## src/rtl/core/pqe_pkg.sv

```systemverilog
// ----------------------------------------------------------------------------
// pqe_pkg
// Types and constants shared by the piecewise quadratic core and its units.
// ----------------------------------------------------------------------------
package pqe_pkg;

  localparam logic [1:0] KIND_LOAD      = 2'd0;
  localparam logic [1:0] KIND_EVALUATE  = 2'd1;
  localparam logic [1:0] KIND_INTEGRATE = 2'd2;

  localparam logic [1:0] STATUS_OK      = 2'd0;
  localparam logic [1:0] STATUS_MISS    = 2'd1;
  localparam logic [1:0] STATUS_SAT     = 2'd2;

  // Arithmetic word of the shared unit and the accumulators.
  localparam int unsigned AccW = 64;
  localparam int unsigned OpAW = 42;
  localparam int unsigned OpBW = 27;

  typedef enum logic [1:0] {
    SH_NONE = 2'd0,
    SH_24   = 2'd1,
    SH_25   = 2'd2
  } shift_t;

  typedef struct packed {
    logic [1:0]         kind;
    logic [9:0]         entry_index;
    logic [24:0]        seg_start;
    logic [24:0]        seg_end;
    logic signed [39:0] coef_quad;
    logic signed [39:0] coef_lin;
    logic signed [39:0] coef_const;
    logic [24:0]        sample_x;
  } item_t;

  typedef struct packed {
    logic signed [47:0] value;
    logic [1:0]         status;
  } result_t;

  typedef struct packed {
    logic [24:0]        seg_start;
    logic [24:0]        seg_end;
    logic signed [39:0] coef_quad;
    logic signed [39:0] coef_lin;
    logic signed [39:0] coef_const;
  } entry_t;

endpackage

```

## src/rtl/core/pqe_mul.sv

```systemverilog
// ----------------------------------------------------------------------------
// pqe_mul
// Shared signed multiplier with rounding shift, two partial products.
// ----------------------------------------------------------------------------
module pqe_mul import pqe_pkg::*; (
  input  logic                   clk,
  input  logic                   rst,
  input  logic                   start,
  input  logic signed [OpAW-1:0] op_a,
  input  logic signed [OpBW-1:0] op_b,
  input  shift_t                 sh,
  output logic                   done,
  output logic signed [AccW-1:0] res
);

  localparam int unsigned HW = OpAW / 2;
  localparam int unsigned PW = HW + OpBW;
  localparam int unsigned FW = OpAW + OpBW;

  logic [OpAW-1:0] ma;
  logic [OpBW-1:0] mb;
  logic            neg;
  shift_t          sh_q;
  logic [2:0]      phase;
  logic [PW-1:0]   p_lo;
  logic [PW-1:0]   p_hi;
  logic [PW-1:0]   pp;
  logic [FW-1:0]   prod;
  logic [FW-1:0]   rnd;
  logic [AccW-1:0] mag;

  // One multiplier serves both halves of the wide operand.
  assign pp = (phase[1] ? ma[OpAW-1:HW] : ma[HW-1:0]) * mb;

  always_comb begin
    prod = FW'(p_lo) + (FW'(p_hi) << HW);
    unique case (sh_q)
      SH_24:   rnd = (prod + (FW'(1) << 23)) >> 24;
      SH_25:   rnd = (prod + (FW'(1) << 24)) >> 25;
      default: rnd = prod;
    endcase
    mag = AccW'(rnd);
  end

  always_ff @(posedge clk) begin
    if (rst) begin
      phase <= '0;
      done  <= 1'b0;
    end else begin
      phase <= start ? 3'b001 : {phase[1:0], 1'b0};
      done  <= phase[2];
    end
    if (start) begin
      ma   <= op_a[OpAW-1] ? OpAW'(-op_a) : OpAW'(op_a);
      mb   <= op_b[OpBW-1] ? OpBW'(-op_b) : OpBW'(op_b);
      neg  <= op_a[OpAW-1] ^ op_b[OpBW-1];
      sh_q <= sh;
    end
    if (phase[0]) begin
      p_lo <= pp;
    end
    if (phase[1]) begin
      p_hi <= pp;
    end
    if (phase[2]) begin
      res <= neg ? -$signed(mag) : $signed(mag);
    end
  end

endmodule

```

## config.mk

```make
export PLATFORM = sky130hd
export DESIGN_NAME = pqe_mul
export DESIGN_NICKNAME = d
export VERILOG_FILES = /design/src/rtl/core/pqe_pkg.sv /design/src/rtl/core/pqe_mul.sv
export SDC_FILE = /design/constraint.sdc
export NUM_CORES = 2
export LEC_CHECK = 0
export BUFFER_PORTS_ARGS = -buffer_cell sky130_fd_sc_hd__buf_4
export CORE_AREA = 2 2 244 246
export CTS_BUF_LIST = sky130_fd_sc_hd__clkbuf_8 sky130_fd_sc_hd__clkbuf_16
export DETAILED_ROUTE_END_ITERATION = 8
export DIE_AREA = 0 0 246 248
export GPL_ROUTABILITY_DRIVEN = 0
export PLACE_DENSITY = 0.85
export SYNTH_ARGS = -nofsm -noshare
export SYNTH_HDL_FRONTEND = slang
export SYNTH_SLANG_ARGS = --single-unit
```

## constraint.sdc

```tcl
create_clock -name clk -period 18.8 [get_ports clk]
set_input_delay 1.88 -clock clk [delete_from_list [all_inputs] [get_ports clk]]
set_output_delay 1.88 -clock clk [all_outputs]
set_load 0.1 [all_outputs]
```

# Yosys cells after proc, flatten, opt, wreduce, memory -nomap -nowiden
# Cells that the tools add are included.
# W data, S select, Z words.
# word_totals
elab_cells	29
out_inout_bits	65
register_bits	236
# op_classes
eq_ne	2
reduce_logical	1
n_bitwise	1
mul	1
muxes	6
add_sub_neg	6
# op_table
op	count
$pmux W64 S2	1
$add A48 B69 Y69	1
$add A69 B24 Y69 const B	1
$add A69 B25 Y69 const B	1
$mux W64	1
$neg A64 Y64	1
$mul A21 B27 Y48	1
$neg A42 Y42	1
$mux W41	1
$neg A27 Y27	1
$mux W26	1
$mux W21	1
$eq A2 B1 Y1 const B	1
$eq A2 B2 Y1 const B	1
$reduce_or A2 Y1	1
$mux W1	1
$xor A1 B1 Y1	1

# Logic depth before layout (Yosys ltp)
# depth
ltp_word	5
depth_mapped	34

# Worst setup path after synthesis
# Ideal clock, no wire load.
# synth_timing
path_type	reg-to-reg
start	reg phase[1]
end	reg p_hi[45], data pin
setup_ns	0.277
t_required_ns	18.523
n_path_buf	2
slack_ns	8.900
path_stages_with_launch	32
arrival_time_ns	9.623
period_less_slack_ns	9.900
path_cell_list	dfxtp_1 buf_1 mux2_2 clkbuf_1 and2_1 fa_1 fa_1 inv_1 fa_1 inv_1 fa_1 ha_1 fa_1 inv_1 fa_1 inv_1 ha_1 a21o_1 a21oi_1 or4b_2 a21oi_1 o21ai_0 a211o_1 a211oi_1 nor2_1 o21a_1 a41o_1 o211ai_1 o21ba_2 o21ai_0 a2111oi_0 a211oi_1
# synth_via
elab_chain_len	2
# synth_lines
element	line_no	text
start: declaration	pqe_mul.sv:24	logic [2:0] phase;
start signal: assignment	pqe_mul.sv:50	phase <= start ? 3'b001 : {phase[1:0], 1'b0};
$mux W21	pqe_mul.sv:33	assign pp = (phase[1] ? ma[OpAW-1:HW] : ma[HW-1:0]) * mb;
$mul A21 B27 Y48	pqe_mul.sv:33	
via pp[45]	pqe_mul.sv:27	logic [PW-1:0] pp;
end signal: assignment	pqe_mul.sv:63	p_hi <= pp;
end: declaration	pqe_mul.sv:26	logic [PW-1:0] p_hi;
# The timed path passes the listed nets, and every way through them passes these cells.
# A chain may end at the register's enable or synchronous reset.

# Final worst setup path
# layout_timing
start	reg phase[1]
end	reg p_lo[45], data pin
# layout_via
elab_chain_len	2
# layout_lines
element	line_no	text
$mux W21	pqe_mul.sv:33	
$mul A21 B27 Y48	pqe_mul.sv:33	
via pp[45]	pqe_mul.sv:27	
end signal: assignment	pqe_mul.sv:60	p_lo <= pp;
end: declaration	pqe_mul.sv:25	logic [PW-1:0] p_lo;
# The timed path passes the listed nets, and every way through them passes these cells.

==> results_dict.tcl <==
set metrics [dict create \
    routed_wirelength_um 93500 \
    rows 89 \
    endpoint_kind "register" \
    drv_slew 0 \
    layout_common_cells "inv_1, fa_1, nand2_1" \
    ys_warn_count 0 \
    grt.overflow.total 0 \
    critical_path.slowest_cell "buf_4" \
    skew_ps 30.3 \
    ios 139 \
    finalNetCount 4493 \
    antenna_cells 0 \
    synth_compound_area_share_pct 10.7 \
    synthFlopType "edfxtp_1" \
    setup_viol 0 \
    fin_crit_ps 9840 \
    clk_pin_slew_ps 60 \
    hold_class "reg2reg" \
    max_freq_mhz 102 \
    ctsLongestPathBuffers 3 \
    r2r_end "p_lo[45]" \
    async_flop_share_pct 0 \
    synth_xor_area_share_pct 5.88 \
    start_util_pct 59.5 \
    syn2layout_area_growth_pct 6.91 \
    synth_mux_area_share_pct 0.975 \
    synth.cell_area_um2 34800 \
    final_common_cell "inv_1" \
    synth_nets 4480 \
    r2r-start "phase[1]" \
    drc 0 \
    layout-drive-gt1-share_pct 8.64 \
    maxSlewHeadroom_pct 16.2 \
    worst-path-buf-inv 7 \
    firstDrtPassIters 6 \
    worstPathRequired_ps 19140 \
    post-route-period-util_pct 52.4 \
    viasPerCell 6.21 \
    critPathLaunch "phase[1]" \
    cpPeakStageDelay_ps 710 \
    wl_per_cell_um 20.6 \
    cts_tree "done" \
    root_buffer "clkbuf_16" \
    status "complete, no violations" \
    grt_pass1_vias 28500 \
    path_max_fanout 60 \
    worstMarginPinSlew_ps 1250 \
    critical_path_depth 30 \
    yosysUniqueCellTypes 110 \
    die_area_um2 61000 \
    layout.cells.non_filler 4547 \
    grt_pass1_wl_um 149000 \
    syn_area_per_cell_um2 9.30 \
    die_h_um 248 \
    ctsResizeCount 0 \
    clock_latency_ps 590 \
    grt_max_degree 78 \
    seq_area_frac_synth_pct 20.3 \
    drt_iter0_markers 3009 \
    hold_viol 0 \
    synthCells 3741 \
    ant_nets 0 \
    dp.cells 4498 \
    vias 28200 \
    maxCapViolations 0 \
    cp_top_family "adder cells" \
    grt_use_total_pct 31.1 \
    rsz0062_at_grt "false" \
    worstSetupStartpointType "register" \
    die-width_um 246 \
    synth_edf_count 232 \
    port_buffers 138 \
    setup_tns_ps 0 \
    path_class "reg2reg" \
    numClockSinks 236 \
    synth_top_family_by_area "adder cells" \
    yosys.area_share.adder_pct 34.1 \
    numCtsBuffers 27 \
    post_cts_buffers 0 \
    post-dp-hpwl_um 71400 \
    num-fill-cells 4626 \
    core_um2 58500 \
    r2r_setup_slack_ps 8960 \
    ff2ff_path_depth 30 \
    cts-hold-fix-buffers 0 \
    synthSimpleGateAreaFrac_pct 19.8 \
    h-tree-depth 1 \
    cp_data_arrival_time_ps 10180 \
    crit_end "p_lo[45]" \
    synth_seq_cells 236 \
    antenna_found_initial 0 \
]
registers in the layout, summed over array words and instances, names as in the netlist:
register and count:
res 64, phase 3, p_lo 48, done 1
mb 27, p_hi 48, sh_q 2, neg 1
ma 42
final cells by class:
type / instances / area [um2] / area share (%)
flip-flops and latches: 236 / 7050 / 19.0
inverters: 565 / 2120 / 5.70
repair buffers: 166 / 1250 / 3.35
multi-input cells: 2758 / 24900 / 66.9
clock buffers: 27 / 676 / 1.82
well taps: 773 / 967 / 2.60
clock inverters: 22 / 246 / 0.663
worst reg2reg max path: cells and delay by family (launching register included):
family / cells / cell delay, ps
compound gates: 11 / 2720
fa+ha+maj: 8 / 3600
buf+inv: 7 / 1020
flops: 1 / 530
mux: 1 / 670
simple gates: 3 / 1070
cell usage after synthesis, types with 61 or more instances:
cell type  number  share of area [%]
o21ai_0       112                1.6
nor2_1        123                1.3
fa_1          473                 27
inv_1         565                6.1
nand2_1       457                4.9
nand3_1        61               0.88
edfxtp_1      232                 20
and2_1        312                5.6
clkbuf_1      143                1.5
nor3_1         61               0.88
xnor2_1       172                4.3
a21oi_1        94                1.4
ha_1          192                6.9
per-layer routing:
metal / track usage (%) / wire length [um] / vias to the layer above / share of wire (%)
li1: - / - / 12400 / -
met1: 39.0 / 34700 / 13700 / 37
met2: 51.1 / 43500 / 1732 / 47
met3: 6.43 / 9930 / 379 / 11
met4: 15.8 / 5270 / 0 / 5.6
met5: 0 / 0 / - / 0
cells by family after synthesis:
group                      Yosys count
adders and majority gates          665
buffers and inverters              747
muxes                               31
and+or+nand+nor                   1305
xor gates and xnor gates           231
DFF                                236
AOI/OAI and AO/OA                  526
how the worst min path moves through the flow:
stage               end  slack (ps)  cells after the start     start
6_report       phase[2]         680                      1  phase[1]
5_1_grt        phase[2]         690                      1  phase[1]
4_1_cts        phase[2]         670                      1  phase[1]
3_5_place_dp     res[0]         660                      2   p_lo[0]
3_3_place_gp     res[0]         650                      2   p_lo[0]
2_1_floorplan   p_hi[0]         560                      1     mb[0]
per-stage QoR:
step / worst slack (ps) / util [%] / area (um2) / hold slack (ps)
after detailed placement: 9110 / 62.0 / 36300 / 660
after global placement: 9400 / 62.0 / 36300 / 650
after global routing: 8600 / 63.6 / 37200 / 687
final: 8960 / 63.6 / 37200 / 679
after floorplan: 8900 / - / 34800 / 564
after CTS: 9100 / 63.6 / 37200 / 668
Power is not shown: default switching activity piles up to over one toggle a cycle in this logic, so the estimate is an artifact.
