===== src/rtl/core/pqe_pkg.sv =====
// ----------------------------------------------------------------------------
// pqe_pkg
// Types and constants shared by the piecewise quadratic core and its units.
// ----------------------------------------------------------------------------
package pqe_pkg;

  localparam logic [1:0] KIND_LOAD      = 2'd0;
  localparam logic [1:0] KIND_EVALUATE  = 2'd1;
  localparam logic [1:0] KIND_INTEGRATE = 2'd2;

  localparam logic [1:0] STATUS_OK      = 2'd0;
  localparam logic [1:0] STATUS_MISS    = 2'd1;
  localparam logic [1:0] STATUS_SAT     = 2'd2;

  // Arithmetic word of the shared unit and the accumulators.
  localparam int unsigned AccW = 64;
  localparam int unsigned OpAW = 42;
  localparam int unsigned OpBW = 27;

  typedef enum logic [1:0] {
    SH_NONE = 2'd0,
    SH_24   = 2'd1,
    SH_25   = 2'd2
  } shift_t;

  typedef struct packed {
    logic [1:0]         kind;
    logic [9:0]         entry_index;
    logic [24:0]        seg_start;
    logic [24:0]        seg_end;
    logic signed [39:0] coef_quad;
    logic signed [39:0] coef_lin;
    logic signed [39:0] coef_const;
    logic [24:0]        sample_x;
  } item_t;

  typedef struct packed {
    logic signed [47:0] value;
    logic [1:0]         status;
  } result_t;

  typedef struct packed {
    logic [24:0]        seg_start;
    logic [24:0]        seg_end;
    logic signed [39:0] coef_quad;
    logic signed [39:0] coef_lin;
    logic signed [39:0] coef_const;
  } entry_t;

endpackage


===== src/rtl/core/pqe_div3.sv =====
// ----------------------------------------------------------------------------
// pqe_div3
// Signed divide by three, rounding half away from zero, four bits a cycle.
// ----------------------------------------------------------------------------
module pqe_div3 import pqe_pkg::*; (
  input  logic                   clk,
  input  logic                   rst,
  input  logic                   start,
  input  logic signed [AccW-1:0] v,
  output logic                   done,
  output logic signed [AccW-1:0] q
);

  localparam int unsigned DW    = 44;
  localparam int unsigned Digit = 4;
  localparam int unsigned Steps = DW / Digit;
  localparam int unsigned SW    = $clog2(Steps + 1);

  logic [DW-1:0]  num;
  logic [DW-1:0]  quo;
  logic [1:0]     rem;
  logic           neg;
  logic [SW-1:0]  left;
  logic [2:0]     r;
  logic [1:0]     rem_next;
  logic [Digit-1:0] qd;
  logic [DW-1:0]  absv;

  assign absv = v[AccW-1] ? DW'(-v) : DW'(v);

  always_comb begin
    rem_next = rem;
    qd       = '0;
    for (int k = 0; k < Digit; k++) begin
      r = {rem_next, num[DW-1-k]};
      if (r >= 3'd3) begin
        r = r - 3'd3;
        qd[Digit-1-k] = 1'b1;
      end
      rem_next = r[1:0];
    end
  end

  always_ff @(posedge clk) begin
    if (rst) begin
      left <= '0;
      done <= 1'b0;
    end else begin
      done <= !start && (left == SW'(1));
      if (start) begin
        left <= SW'(Steps);
      end else if (left != '0) begin
        left <= left - SW'(1);
      end
    end
    if (start) begin
      num <= absv + DW'(1);
      rem <= '0;
      neg <= v[AccW-1];
    end else if (left != '0) begin
      num <= num << Digit;
      rem <= rem_next;
      quo <= {quo[DW-Digit-1:0], qd};
    end
  end

  assign q = neg ? -$signed(AccW'(quo)) : $signed(AccW'(quo));

endmodule


===== config.mk =====
export PLATFORM = sky130hd
export DESIGN_NAME = pqe_div3
export DESIGN_NICKNAME = d
export VERILOG_FILES = /design/src/rtl/core/pqe_pkg.sv /design/src/rtl/core/pqe_div3.sv
export SDC_FILE = /design/constraint.sdc
export NUM_CORES = 1
export LEC_CHECK = 0
export BUFFER_PORTS_ARGS = -buffer_cell sky130_fd_sc_hd__buf_4
export CAP_MARGIN = 0
export CELL_PAD_IN_SITES_DETAIL_PLACEMENT = 1
export CELL_PAD_IN_SITES_GLOBAL_PLACEMENT = 2
export CORE_MARGIN = 1.5
export CORE_UTILIZATION = 35
export DETAILED_ROUTE_END_ITERATION = 12
export MAX_ROUTING_LAYER = met4
export PLACE_DENSITY_LB_ADDON = 0.2
export SYNTH_ARGS = -nofsm -noshare
export SYNTH_HDL_FRONTEND = slang
export SYNTH_SLANG_ARGS = --single-unit

===== constraint.sdc =====
create_clock -name clk -period 5.44 [get_ports clk]
set_input_delay 0.544 -clock clk [delete_from_list [all_inputs] [get_ports clk]]
set_output_delay 0.544 -clock clk [all_outputs]
set_load 0.02 [all_outputs]

## Word level (Yosys, flattened, before mapping)

Cells that the tools add are included.

| cells by class | value |
|---|---|
| $add $sub $neg | 8 |
| multiply operators | 0 |
| div/mod/pow operators | 0 |
| magnitude comparators | 4 |
| equal/unequal tests | 1 |
| shifts and indexed selects | 0 |
| multiplexer cells | 14 |
| bitwise gates (word level) | 1 |
| reductions and logical operators | 6 |

Operators with widths:

| cell | count |
|---|---|
| two-way mux 44 bit | 3 |
| two-way mux 64 bit | 1 |
| negator 44 -> 64 bit | 1 |
| adder 44 x 1 -> 44 bit (second input constant) | 1 |
| negator 44 bit | 1 |
| >= comparator 3 x 2 -> 1 bit (second input constant) | 4 |
| two-way mux 2 bit | 4 |
| two-way mux 4 bit | 2 |
| subtractor 2 bit (second input constant) | 4 |
| equality test 4 x 1 -> 1 bit (second input constant) | 1 |
| two-way mux 1 bit | 4 |
| nonzero test 4 bit | 1 |
| subtractor 4 x 1 -> 4 bit (second input constant) | 1 |
| AND reduction 2 bit | 1 |
| nonzero test 2 bit | 1 |
| OR reduction 2 bit | 1 |
| logical AND 1 bit | 1 |
| logical NOT 1 bit | 1 |
| NOT 1 bit | 1 |

| word-level totals | value |
|---|---|
| register bits after elaboration | 96 |
| latch bits | 0 |
| bits in writable memories | 0 |
| memory bits (read-only) | 0 |
| input port bits | 67 |
| output and inout port bits | 65 |
| word-level logic and storage cells | 41 |
| memories kept | 0 |

## Longest topological paths before layout

Gate-level depths: netlist (run 1).

| depth | value |
|---|---|
| depth in word-level cells | 8 |
| depth in mapped cells | 17 |
| mapped depth without buffers | 15 |

## Least setup slack after synthesis (run 1)

Ideal clock, no wire load.

| path | value |
|---|---|
| path type | input port to flip-flop |
| from | in v[1] |
| to | reg num[41] (data pin) |
| library setup time | 0.281 ns |
| arrival time | 3.914 ns |
| required time | 5.159 ns |
| path slack | 1.245 ns |
| stages | 14 |
| path buffers | 4 |
| cell sequence | clkbuf_1 inv_1 ha_1 clkbuf_2 or4b_4 or4_4 buf_2 o31ai_1 xnor2_1 o2111ai_1 or3_1 buf_2 o311ai_1 o311ai_0 |

| on the way | value |
|---|---|
| longest elaborated chain between the ends | 4 |

Ends and longest elaborated chain:

| what | RTL line | RTL |
|---|---|---|
| start, declared | pqe_div3.sv:9 | `input logic signed [AccW-1:0] v,` |
| negator 44 bit | pqe_div3.sv:29 | `assign absv = v[AccW-1] ? DW'(-v) : DW'(v);` |
| two-way mux 44 bit (*) | pqe_div3.sv:29 |  |
| adder 44 x 1 -> 44 bit (*) | pqe_div3.sv:57 | `num <= absv + DW'(1);` |
| two-way mux 44 bit (*) | pqe_div3.sv:56 | `if (start) begin` |
| end signal, assigned | pqe_div3.sv:57 |  |
| end signal, assigned | pqe_div3.sv:61 | `num <= num << Digit;` |
| end, declared | pqe_div3.sv:19 | `logic [DW-1:0] num;` |

Mark *: on every way between the ends. The rest lies on a longest branch, timed or not.
A chain may end at the register's enable or synchronous reset.

## Worst setup path in the final report (run 1)

| path | value |
|---|---|
| from | reg quo[2] |
| to | out q[40] |

| on the way | value |
|---|---|
| longest elaborated chain between the ends | 2 |

Ends and longest elaborated chain:

| what | RTL line | RTL |
|---|---|---|
| start, declared | pqe_div3.sv:20 | `logic [DW-1:0] quo;` |
| start signal, assigned | pqe_div3.sv:63 | `quo <= {quo[DW-Digit-1:0], qd};` |
| negator 44 -> 64 bit | pqe_div3.sv:67 | `assign q = neg ? -$signed(AccW'(quo)) : $signed(AccW'(quo));` |
| two-way mux 64 bit | pqe_div3.sv:67 |  |
| end, declared | pqe_div3.sv:11 | `output logic signed [AccW-1:0] q` |

No other way between the ends.

==> metrics.md, run 1 <==
| Metric | Value |
|---|---|
| Comb power frac | `0.317` |
| Diode count | `0` |
| Delay of the slowest critical-path stage | `between 0.6 and 0.7 ns` |
| CP top delay family | `simple AND/OR/NAND/NOR gates` |
| Synth Flop Type | `edfxtp_1` |
| Worst slew pin tran | `around 1.1 ns` |
| Largest net degree at the start of global routing | `65` |
| Layout fillers | `2318` |
| Setup_tns | `0 ns` |
| Seq/Total Area, Yosys | `0.3885` |
| Gp weighted congestion | `0.8049` |
| Crit path max fanout | `5` |
| Count leader, synth | `edfxtp_1` |
| Antenna Nets Post-Route | `0` |
| Period utilisation layout | `0.7860` |
| Yosys Warn Count | `0` |
| Drt first pass iters | `4` |
| Metal3 WL | `758 um` |
| Cts repair resizes | `0` |
| Final core occ | `0.4267` |
| Cells after synthesis | `755` |
| CP arrival | `around 3.7 ns` |
| Final-report hold violation count | `0` |
| Grt ovf | `0` |
| Power share of the clock group | `0.269` |
| CTS Buf Count | `9` |
| Wl on met1 | `9.789 mm` |
| Sequential Power Share | `0.414` |
| Clock skew | `0.01304 ns` |
| Crit path buf inv count | `1` |
| Port buffer count | `approximately 110` |
| Slew HR | `0.2924` |
| Die W | `about 150 um` |
| Switch Pwr | `~0.00082 W` |
| Layout cells sized above 1 | `0.2144` |
| Num ports | `132` |
| Async S/R FF share, synth | `0` |
| Leak | `around 2.9 nW` |
| Drt total wl | `slightly below 20 mm` |
| Initial antenna violation count | `0` |
| Synth area leader | `edfxtp_1` |
| Distinct cells, synth | `between 70 and 80` |
| Worst min-delay path category | `in -> reg` |
| Final min period | `roughly 4.3 ns` |
| CTS clk-pin slew, worst paths | `0.07 ns` |
| Crit-path slowest cell | `nor4_1` |
| CP endpoint kind | `primary output` |
| Share of the synthesized area in the top cell type | `0.3692` |
| Num rows | `52` |
| First-pass GRT wire length | `32.66 mm` |
| Worst Setup Start Kind | `flip-flop` |
| Worst-Skew Late Latency | `about 0.35 ns` |
| Fmax | `233.9 MHz` |
| Routed WL per cell | `17.65 um` |
| # hold bufs at CTS | `0` |
| CTS Sinks | `96` |
| Outcome | `finished, final reports clean` |
| Crit-path cells | `nor4_1 > nand2_1 > nand4b_1 > nor4_1 > nand3_1 > or3_1 > o41ai_1 > xnor2_1 > buf_4` |
| Die area | `approximately 22000 um^2` |
| Dpl hpwl | `~15 mm` |
| CTS tree | `built` |
| Mean Syn Cell Area | `roughly 9.6 um^2` |
| Final setup violation count | `0` |
| Max_cap viols | `0` |
| CP required | `4.90 ns` |
| Int Power | `approximately 0.0017 W` |
| Vias/cell | `~5.6` |
| Flops & latches, synth | `96` |
| Number of global-route vias before repair | `roughly 6200` |
| Max VDD drop | `0.1322 mV` |
| RSZ-0062 raised after global routing | `false` |
| Number of synthesized flops with an enable pin | `89` |
| Nets | `between 900 and 1000` |
| Sequential cell area | `2813 um^2` |
| Power Density | `around 290 nW/um^2` |
| Multi-input logic area | `4182 um^2` |
| Via count | `6281` |
| Clk buf depth | `2` |
| Switch share | `0.3321` |
| Total global routing track utilization | `0.1894` |
| Post-CTS setup buffer count | `0` |
| Cell mode on critical path | `nor4_1` |
| Top layer in use | `met4` |
| Synth top cells by count | `89 x edfxtp_1, 77 x xnor2_1, 58 x nand2_1` |
| Remaining DRCs | `0` |
| Htree depth | `3` |
| Top post-synthesis cells by area | `edfxtp_1 37%, xnor2_1 9.3%, o31ai_1 4.5%` |
| Fin. max-slew vios | `0` |
| Met2 WL | `roughly 9.0 mm` |
| Core Area | `about 20000 um^2` |
| DRT iter0 DRCs | `just over 300` |
| Area growth syn-to-layout | `19.25%` |
| Setup CP Type | `reg -> out` |
| Die height | `approximately 150 um` |
| CTS root buf | `clkbuf_16` |
| Power, Total | `~0.0025 W` |
| Initial core utilization | `0.3578` |
| Post-Syn Area | `between 7000 and 8000 um^2` |
| Syn_nets | `829` |
path summary, 6_finish.rpt:
kind / endpoint / from / slack [ns] / cells after the start
worst max-delay path: q[40] / quo[2]$_DFFE_PP_ / 1.16 / 9
worst min-delay path: left[3]$_SDFFE_PP0P_ / rst / 0.39 / 2
worst min register to register: quo[23]$_DFFE_PP_ / quo[19]$_DFFE_PP_ / 0.51 / 0
worst max register to register: rem[1]$_SDFFE_PP0N_ / num[43]$_DFFE_PP_ / 1.70 / 15
cells by family after synthesis:
kind of cell / count (synthesis) / share of synthesized area
and+or+nand+nor: 277 / 0.2150
adders and majority gates: 7 / 0.01210
xor gates and xnor gates: 107 / 0.1295
muxes: 20 / 0.03094
DFF: 96 / 0.3885
AOI/OAI and AO/OA: 186 / 0.1882
buffers and inverters: 62 / 0.03577
flip-flops by register name, summed over array words and instances (netlist names):
name	count
done	1
left	4
neg	1
num	44
quo	44
rem	2
cell usage in the layout, fill, tap and decap left out, types with 7 or more instances in the layout:
master       n
inv_1       16
nor2_1      39
nor4_1      36
nor2b_1      7
a21oi_1     13
or3_1       16
nand3_1     14
ha_1         7
dfxtp_1      7
clkbuf_16    9
nor3_1      24
o31a_1      12
nand4_1      9
buf_4      124
nand3b_1     7
o41ai_1     12
xor2_1      30
o21ai_0     34
edfxtp_1    89
or2_2        8
xnor2_1     77
nand2b_1    11
or4_1       14
nand2_1     58
o31ai_1     43
a21boi_0    20
mux2_2      19
layout make-up:
cell class                 instances  share of cell area
multi-input combinational        597              0.4843
sequential                        96              0.3258
timing repair buffer             124              0.1078
tap                              270             0.03913
clock buffer                       9             0.02609
clock inverter                     7            0.009855
inverter                          16            0.006957
per-stage QoR:
stage / cells / hold WS [ns] / setup WS, ns / instance area [um^2]
after floorplan: 755 / 0.4640 / 1.245 / 7239
after global placement: 1102 / 0.4897 / 0.9650 / 8315
after detailed placement: 1102 / 0.4904 / 0.8607 / 8315
after CTS: 1118 / 0.3727 / 1.122 / 8626
after global routing: 1119 / 0.3816 / 0.8680 / 8633
final: 1119 / 0.3932 / 1.164 / 8633
power groups by stage:
stage / clock network, W / registers, W / logic [W]
after CTS: 0.000685 / 0.00102 / 0.000792
final: 0.000665 / 0.00102 / 0.000783
after global routing: 0.000708 / 0.00104 / 0.000861
after global placement: 0 / 0.00103 / 0.000760
after detailed placement: 0 / 0.00104 / 0.000788
after floorplan: 0 / 0.00101 / 0.000523
layer usage:
metal  up-vias  GRT usage
li1       3102          -
met1      3030     0.2603
met2       137     0.2986
met3        12    0.02360
met4         0    0.04293
met5         -          -
Power figures use the tool's default switching activity.
==> run 2, diff against run 1 <==
Settings changed: ABC_AREA set to 1, CORE_UTILIZATION 35 to 32.
Clock period 5.44 ns to 4 ns, I/O delays scaled along.
==> run 2 against run 1 <==
Effect of this change:
- clock power grew 34%
- flip-flop and latch count is the same
- critical path depth grew 2
- non-clock buffer count shrank 7
- global-route usage shrank 0.50 points
- wire length grew 12%
- utilization shrank 3.5 points
- register-to-register slack lost 0.96 ns
- clock-buffer cell count grew 2
- via count grew 17%
- critical path type unchanged
- largest cell class unchanged
==> metrics.md, run 2 <==
| Metric | Value |
|---|---|
| DRT iter0 DRCs | `268 (-12%)` |
| Layout cells sized above 1 | `0.1797 (-0.03463)` |
| Outcome | `finished, final reports clean` |
| Setup_tns | `0 ns (unchanged)` |
| Gp weighted congestion | `0.8187 (+1.7%)` |
| Metal3 WL | `604 um (-20%)` |
| CTS tree | `built` |
| Leak | `4.105 nW (+41%)` |
| Flops & latches, synth | `96 (unchanged)` |
| # hold bufs at CTS | `0 (unchanged)` |
| R2R setup slack | `0.74 ns (-0.96 ns)` |
| Distinct cells, synth | `43 (-46%)` |
| Clock skew | `0.009218 ns (-0.003824 ns)` |
| Placed Cells | `1527 (+39%)` |
| Remaining DRCs | `0 (unchanged)` |
| RSZ-0062 raised after global routing | `false` |
| Htree depth | `3 (unchanged)` |
| Vias/cell | `4.745 (-15%)` |
| Count leader, synth | `nand2_1` |
| Routed WL per cell | `14.30 um (-19%)` |
| Synth Flop Type | `edfxtp_1` |
| Met2 WL | `10.58 mm (+17%)` |
| Fin. max-slew vios | `0 (unchanged)` |
| CTS Buf Count | `9 (unchanged)` |
| Power, Total | `0.003429 W (+39%)` |
| Mean Syn Cell Area | `7.000 um^2 (-27%)` |
| Sequential Power Share | `0.403 (-0.011)` |
| CTS root buf | `clkbuf_16` |
| Antenna Nets Post-Route | `0 (unchanged)` |
| Number of synthesized flops with an enable pin | `89 (unchanged)` |
| Int Power | `0.002219 W (+34%)` |
| Initial antenna violation count | `0 (unchanged)` |
| Most frequent cells in the layout | `343 x nand2_1, 156 x nor2_1, 117 x buf_4` |
| Layout fillers | `3074 (+33%)` |
| Port buffer count | `112 (unchanged)` |
| Comb power frac | `0.338 (+0.021)` |
| Number of global-route vias before repair | `7411 (+20%)` |
| Final-report hold violation count | `0 (unchanged)` |
| Die area | `25360 um^2 (+18%)` |
| Crit path max fanout | `11 (+6)` |
| CP endpoint kind | `primary output` |
| Total global routing track utilization | `0.1844 (-0.004982)` |
| Largest net degree at the start of global routing | `58 (-11%)` |
| Switch Pwr | `0.001210 W (+47%)` |
| Core Area | `23680 um^2 (+17%)` |
| Dpl cell area | `8966 um^2 (+7.8%)` |
| Share of the synthesized area in the top cell type | `0.3421 (-0.02708)` |
| CP arrival | `3.14 ns (-0.59 ns)` |
| Fmax | `between 200 and 300 MHz` |
| Slew HR | `0.3553 (+0.06283)` |
| Yosys Warn Count | `0 (unchanged)` |
| Top Registers | `num x44, quo x44, left x4` |
| Worst slew pin tran | `0.9570 ns (-0.09626 ns)` |
| Switch share | `0.3528 (+0.02063)` |
| Power share of the clock group | `0.259 (-0.010)` |
| Hold WS | `0.2269 ns (-0.1663 ns)` |
| Diode count | `0 (unchanged)` |
| Seq/Total Area, Yosys | `0.3600 (-0.02850)` |
| Clk buf depth | `2 (unchanged)` |
| Die height | `159.3 um (+8.5%)` |
| Synth top cells by count | `343 x nand2_1, 157 x nor2_1, 107 x inv_1` |
| Power Density | `369.8 nW/um^2 (+29%)` |
| Num ports | `132 (unchanged)` |
| Final min period | `~3.5 ns` |
| CTS Sinks | `96 (unchanged)` |
| Die W | `159.3 um (+8.5%)` |
| Nets | `1293 (+41%)` |
| Post-Syn Area | `7812 um^2 (+7.9%)` |
| Top layer in use | `met4` |
| Syn_nets | `1190 (+44%)` |
| Setup CP Type | `reg -> out` |
| Synth area leader | `edfxtp_1` |
| Initial core utilization | `0.3299 (-0.02790)` |
| Wl on met1 | `10.74 mm (+9.8%)` |
| Dpl hpwl | `17.67 mm (+20%)` |
| Hold Crit Depth | `2 (unchanged)` |
| Max_cap viols | `0 (unchanged)` |
| Period utilisation layout | `0.8847` |
| Async S/R FF share, synth | `0 (unchanged)` |
| Drt total wl | `22.07 mm (+12%)` |
| Worst min-delay path category | `in -> reg` |
| R2R depth | `19 (+4)` |
| Num rows | `56 (+7.7%)` |
| Most common cell after layout, fill and taps aside | `nand2_1` |
| Cells after synthesis | `1116 (+48%)` |
| Worst Setup Start Kind | `flip-flop` |
| Final instance area | `9271 um^2 (+7.4%)` |
| Top post-synthesis cells by area | `edfxtp_1 34%, nand2_1 16%, nor2_1 7.5%` |
| CP required | `3.60 ns (-1.30 ns)` |
| First-pass GRT wire length | `37.23 mm (+14%)` |
| Max VDD drop | `0.2078 mV (+57%)` |
| Grt ovf | `0 (unchanged)` |
| CTS clk-pin slew, worst paths | `0.07 ns (about the same)` |
| Worst-Skew Late Latency | `0.34 ns (about the same)` |
| Layout Cells excl Fill | `1543 (+38%)` |
| Post-CTS setup buffer count | `0 (unchanged)` |
| Drt first pass iters | `4 (unchanged)` |
| Cts repair resizes | `0 (unchanged)` |
| Area growth syn-to-layout | `18.67%` |
| Via count | `7322 (+17%)` |
| Final setup violation count | `0 (unchanged)` |
-- run 2: cell count changes after synthesis, sizes merged, moves of 20 or more --
cell,previous run,this run
nand2,58,372
o21ai,35,63
o31ai,44,4
xnor2,77,23
nor2,40,185
clkbuf,34,14
inv,16,113
nand3,14,107
nor4,38,5
-- run 2: path summary, 6_finish.rpt --
path,from,endpoint
setup / recovery,quo[0]$_DFFE_PP_,q[54]
hold / removal,rst,left[3]$_SDFFE_PP0P_
setup reg to reg,num[43]$_DFFE_PP_,quo[0]$_DFFE_PP_
hold reg to reg,quo[6]$_DFFE_PP_,quo[10]$_DFFE_PP_
-- run 2: area by class of cell --
cell class                 instances  area (um^2)  share of cell area
sequential                        96         2813              0.3034
tap                              319        399.1             0.04305
clock inverter                     5        62.56            0.006748
timing repair buffer             117        878.3             0.09474
inverter                         114        427.9             0.04615
clock buffer                      11        242.7             0.02618
multi-input combinational        881         4448              0.4798
-- run 2: logic make-up after synthesis --
kind of cell | after synthesis | synth area share
buffers and inverters | 139 | 0.07159
XOR/XNOR | 65 | 0.07383
flip-flops | 96 | 0.3600
adder cells (fa/ha/maj) | 7 | 0.01121
AO/OA/AOI/OAI | 84 | 0.06038
AND/OR/NAND/NOR | 725 | 0.4230
-- run 2: worst max-delay path: stages (launching register included) --
cell and delay [ns]:
edfxtp_1 0.42, inv_1 0.10, ha_1 0.17, nand3_1 0.13
nor4_1 0.31, nand2_1 0.16, nor2_1 0.15, nand4_1 0.16
o21ai_1 0.24, o21ai_0 0.39, or2_2 0.41, buf_4 0.16
-- run 2: stage by stage --
stage | utilization | setup slack [ns]
5_1_grt | 0.3915 | 0.05976
3_3_place_gp | 0.3786 | 0.8419
4_1_cts | 0.3915 | 0.4056
3_5_place_dp | 0.3786 | 0.7595
2_1_floorplan | - | 1.061
6_report | 0.3915 | 0.4610
-- run 2: per-layer routing --
layer,GRT usage,vias up
met5,-,-
li1,-,3811
met1,0.2383,3387
met3,0.02423,10
met2,0.3114,114
met4,0.03173,0
-- run 2: power by group through the flow --
stage	Clock, W	Combinational, W	Sequential [W]
2_1_floorplan	0	0.000785	0.00137
6_report	0.000888	0.00116	0.00138
3_3_place_gp	0	0.00114	0.00140
5_1_grt	0.000958	0.00130	0.00141
3_5_place_dp	0	0.00117	0.00141
4_1_cts	0.000915	0.00118	0.00139
==> run 3, diff against run 2 <==
Settings changed: BUFFER_PORTS_ARGS -buffer_cell sky130_fd_sc_hd__buf_4 to unset, CORE_UTILIZATION 32 to 36, DONT_BUFFER_PORTS set to 1.
==> run 3 against run 2 <==
Effect of this change:
- utilization is 0.71 points higher
- clock power is 17% higher
- non-clock buffer count is 112 lower
- global-route usage is 1.6 points higher
- largest power group unchanged
- clock-buffer cell count stayed put
- largest cell class unchanged
- cell area is 9.1% lower
==> metrics.md, run 3 (synthesized netlist as in run 2, its figures left out) <==
| Metric | Value |
|---|---|
| Diode count | `0 (unchanged)` |
| Crit-path slowest cell | `edfxtp_1` |
| Final min period | `3.519 ns (-0.02008 ns)` |
| Num ports | `132 (unchanged)` |
| R2R setup slack | `0.76 ns (+0.02 ns)` |
| Worst slew pin tran | `0.9578 ns (+0.0007676 ns)` |
| Die W | `150.3 um (-5.6%)` |
| Gp weighted congestion | `0.7728 (-5.6%)` |
| R2R depth | `19 (unchanged)` |
| Outcome | `finished, final reports clean` |
| Most frequent cells in the layout | `343 x nand2_1, 156 x nor2_1, 107 x inv_1` |
| Num rows | `53 (-5.4%)` |
| # hold bufs at CTS | `0 (unchanged)` |
| Total global routing track utilization | `0.2006 (+0.01614)` |
| Initial antenna violation count | `0 (unchanged)` |
| RSZ-0062 raised after global routing | `false` |
| Final-report hold violation count | `0 (unchanged)` |
| Worst-Skew Late Latency | `0.34 ns (about the same)` |
| Antenna Nets Post-Route | `0 (unchanged)` |
| Routed WL per cell | `15.17 um (+6.1%)` |
| Remaining DRCs | `0 (unchanged)` |
| Final core occ | `0.3986 (+0.007108)` |
| DRT iter0 DRCs | `297 (+11%)` |
| Crit path max fanout | `11 (unchanged)` |
| Drt total wl | `21.04 mm (-4.6%)` |
| Layout cells sized above 1 | `0.09622 (-0.08352)` |
| Port buffer count | `0 (-100%)` |
| Largest net degree at the start of global routing | `58 (unchanged)` |
| CP endpoint kind | `primary output` |
| CP top delay family | `simple AND/OR/NAND/NOR gates` |
| CTS root buf | `clkbuf_16` |
| Die height | `150.3 um (-5.6%)` |
| Number of global-route vias before repair | `6885 (-7.1%)` |
| Setup CP Type | `reg -> out` |
| Htree depth | `3 (unchanged)` |
| Drt first pass iters | `4 (unchanged)` |
| Max VDD drop | `0.1882 mV (-9.4%)` |
| Placed Cells | `1371 (-10%)` |
| CTS clk-pin slew, worst paths | `0.07 ns (about the same)` |
| End of the worst hold path | `left[1]$_SDFFE_PP0P_` |
| Initial core utilization | `0.3693 (+0.03943)` |
| R2r endpoint | `quo[0]$_DFFE_PP_` |
| Dpl hpwl | `16.93 mm (-4.2%)` |
| Vias/cell | `4.960 (+4.5%)` |
| Core Area | `21150 um^2 (-11%)` |
| Die area | `22590 um^2 (-11%)` |
| Delay of the slowest critical-path stage | `0.52 ns (+0.10 ns)` |
| Nets | `1181 (-8.7%)` |
| First-pass GRT wire length | `34.95 mm (-6.1%)` |
| Crit path buf inv count | `1 (-1)` |
| Post-CTS setup buffer count | `0 (unchanged)` |
| Worst min-delay path category | `in -> reg` |
| Crit-path cells | `inv_1 > ha_1 > nand3_1 > nor4_1 > nand2_1 > nor2_1 > nand4_1 > o21ai_1 > o21ai_0 > xor2_1` |
| Most common cell after layout, fill and taps aside | `nand2_1` |
| Clock skew | `0.008848 ns (-0.0003693 ns)` |
| CP required | `3.60 ns (about the same)` |
| Layout Cells excl Fill | `1387 (-10%)` |
| Fin. max-slew vios | `0 (unchanged)` |
| Period utilisation layout | `0.8797 (-0.005020)` |
| Setup_tns | `0 ns (unchanged)` |
| Top Registers | `num x44, quo x44, left x4` |
| Via count | `6880 (-6.0%)` |
| CTS tree | `built` |
| Final setup violation count | `0 (unchanged)` |
| Cts repair resizes | `0 (unchanged)` |
| Clk buf depth | `2 (unchanged)` |
| Fmax | `284.2 MHz (+0.57%)` |
| Max_cap viols | `0 (unchanged)` |
| Slew HR | `0.3600 (+0.004716)` |
| CP arrival | `3.12 ns (-0.02 ns)` |
| Power Density | `396.0 nW/um^2 (+7.1%)` |
| CTS Sinks | `96 (unchanged)` |
| Worst min-delay path startpoint | `rst` |
| Grt ovf | `0 (unchanged)` |
| Leak | `3.605 nW (-12%)` |
| Worst Setup Start Kind | `flip-flop` |
| Total stage count of the critical path | `10 (-1)` |
| Hold Crit Depth | `1 (-1)` |
| Area growth syn-to-layout | `7.928%` |
| CTS Buf Count | `9 (unchanged)` |
| Critical R2R Launch | `num[43]$_DFFE_PP_` |
-- run 3: changes by cell type in the layout (fill, tap and decap cells not counted), sizes merged --
cell,change
inv,-1
bufinv,+3
clkinvlp,-2
buf,-112
-- run 3: report_power, final --
group | leakage, nW | switching, W | internal, W
Clock | 0.174 | 0.000363 | 0.000677
Combinational | 2.47 | 0.000641 | 0.000267
Sequential | 0.964 | 0.000103 | 0.00129
-- run 3: worst max-delay path by stage --
stage / slack (ns) / from / to
after floorplan: 1.06 / num[43]$_DFFE_PP_ / quo[0]$_DFFE_PP_
after global placement: 0.82 / quo[0]$_DFFE_PP_ / q[40]
after detailed placement: 0.75 / num[43]$_DFFE_PP_ / quo[0]$_DFFE_PP_
after CTS: 0.39 / quo[0]$_DFFE_PP_ / q[40]
after global routing: 0.15 / quo[0]$_DFFE_PP_ / q[40]
final: 0.48 / quo[0]$_DFFE_PP_ / q[40]
-- run 3: stage by stage --
| stage | total power (W) | instance area, um^2 | hold slack, ns | setup WS (ns) |
|---|---|---|---|---|
| floorplan | 0.002158 | 7812 | 0.4264 | 1.061 |
| global placement | 0.002315 | 8070 | 0.4349 | 0.8222 |
| detailed placement | 0.002335 | 8070 | 0.4372 | 0.7545 |
| CTS | 0.003384 | 8432 | 0.1019 | 0.3933 |
| global route | 0.003567 | 8432 | 0.1021 | 0.1518 |
| finish | 0.003339 | 8432 | 0.1208 | 0.4811 |
-- run 3: area by class of cell --
cell class	count	area (um^2)
inverters	114	427.9
multi-input cells	881	4448
clock inverters	5	128.9
repair buffers	5	37.54
fillers	2704	12720
well taps	275	344.1
clock buffers	11	232.7
flip-flops and latches	96	2813
-- run 3: layer usage --
| metal | GRT usage | wire, um | vias to the layer above |
|---|---|---|---|
| met3 | 0.02424 | 861 | 8 |
| li1 | - | - | 3581 |
| met2 | 0.3404 | 10080 | 113 |
| met5 | - | 0 | - |
| met1 | 0.2566 | 9961 | 3178 |
| met4 | 0.04265 | 138 | 0 |
-- run 3: worst reg2reg max path: stages (launching register included) --
cell and delay [ns]:
edfxtp_1 0.42, ha_1 0.22, nor2_1 0.11, o21ai_2 0.10, xor2_1 0.18, ha_1 0.20
nor2_1 0.21, nand2_1 0.09, and2_1 0.18, ha_1 0.18, inv_1 0.05, nand2_1 0.04
nor2_1 0.13, nand2_1 0.11, xor2_1 0.18, ha_1 0.19, inv_1 0.07, nand3_1 0.10
nor2_1 0.17, nor2_1 0.06
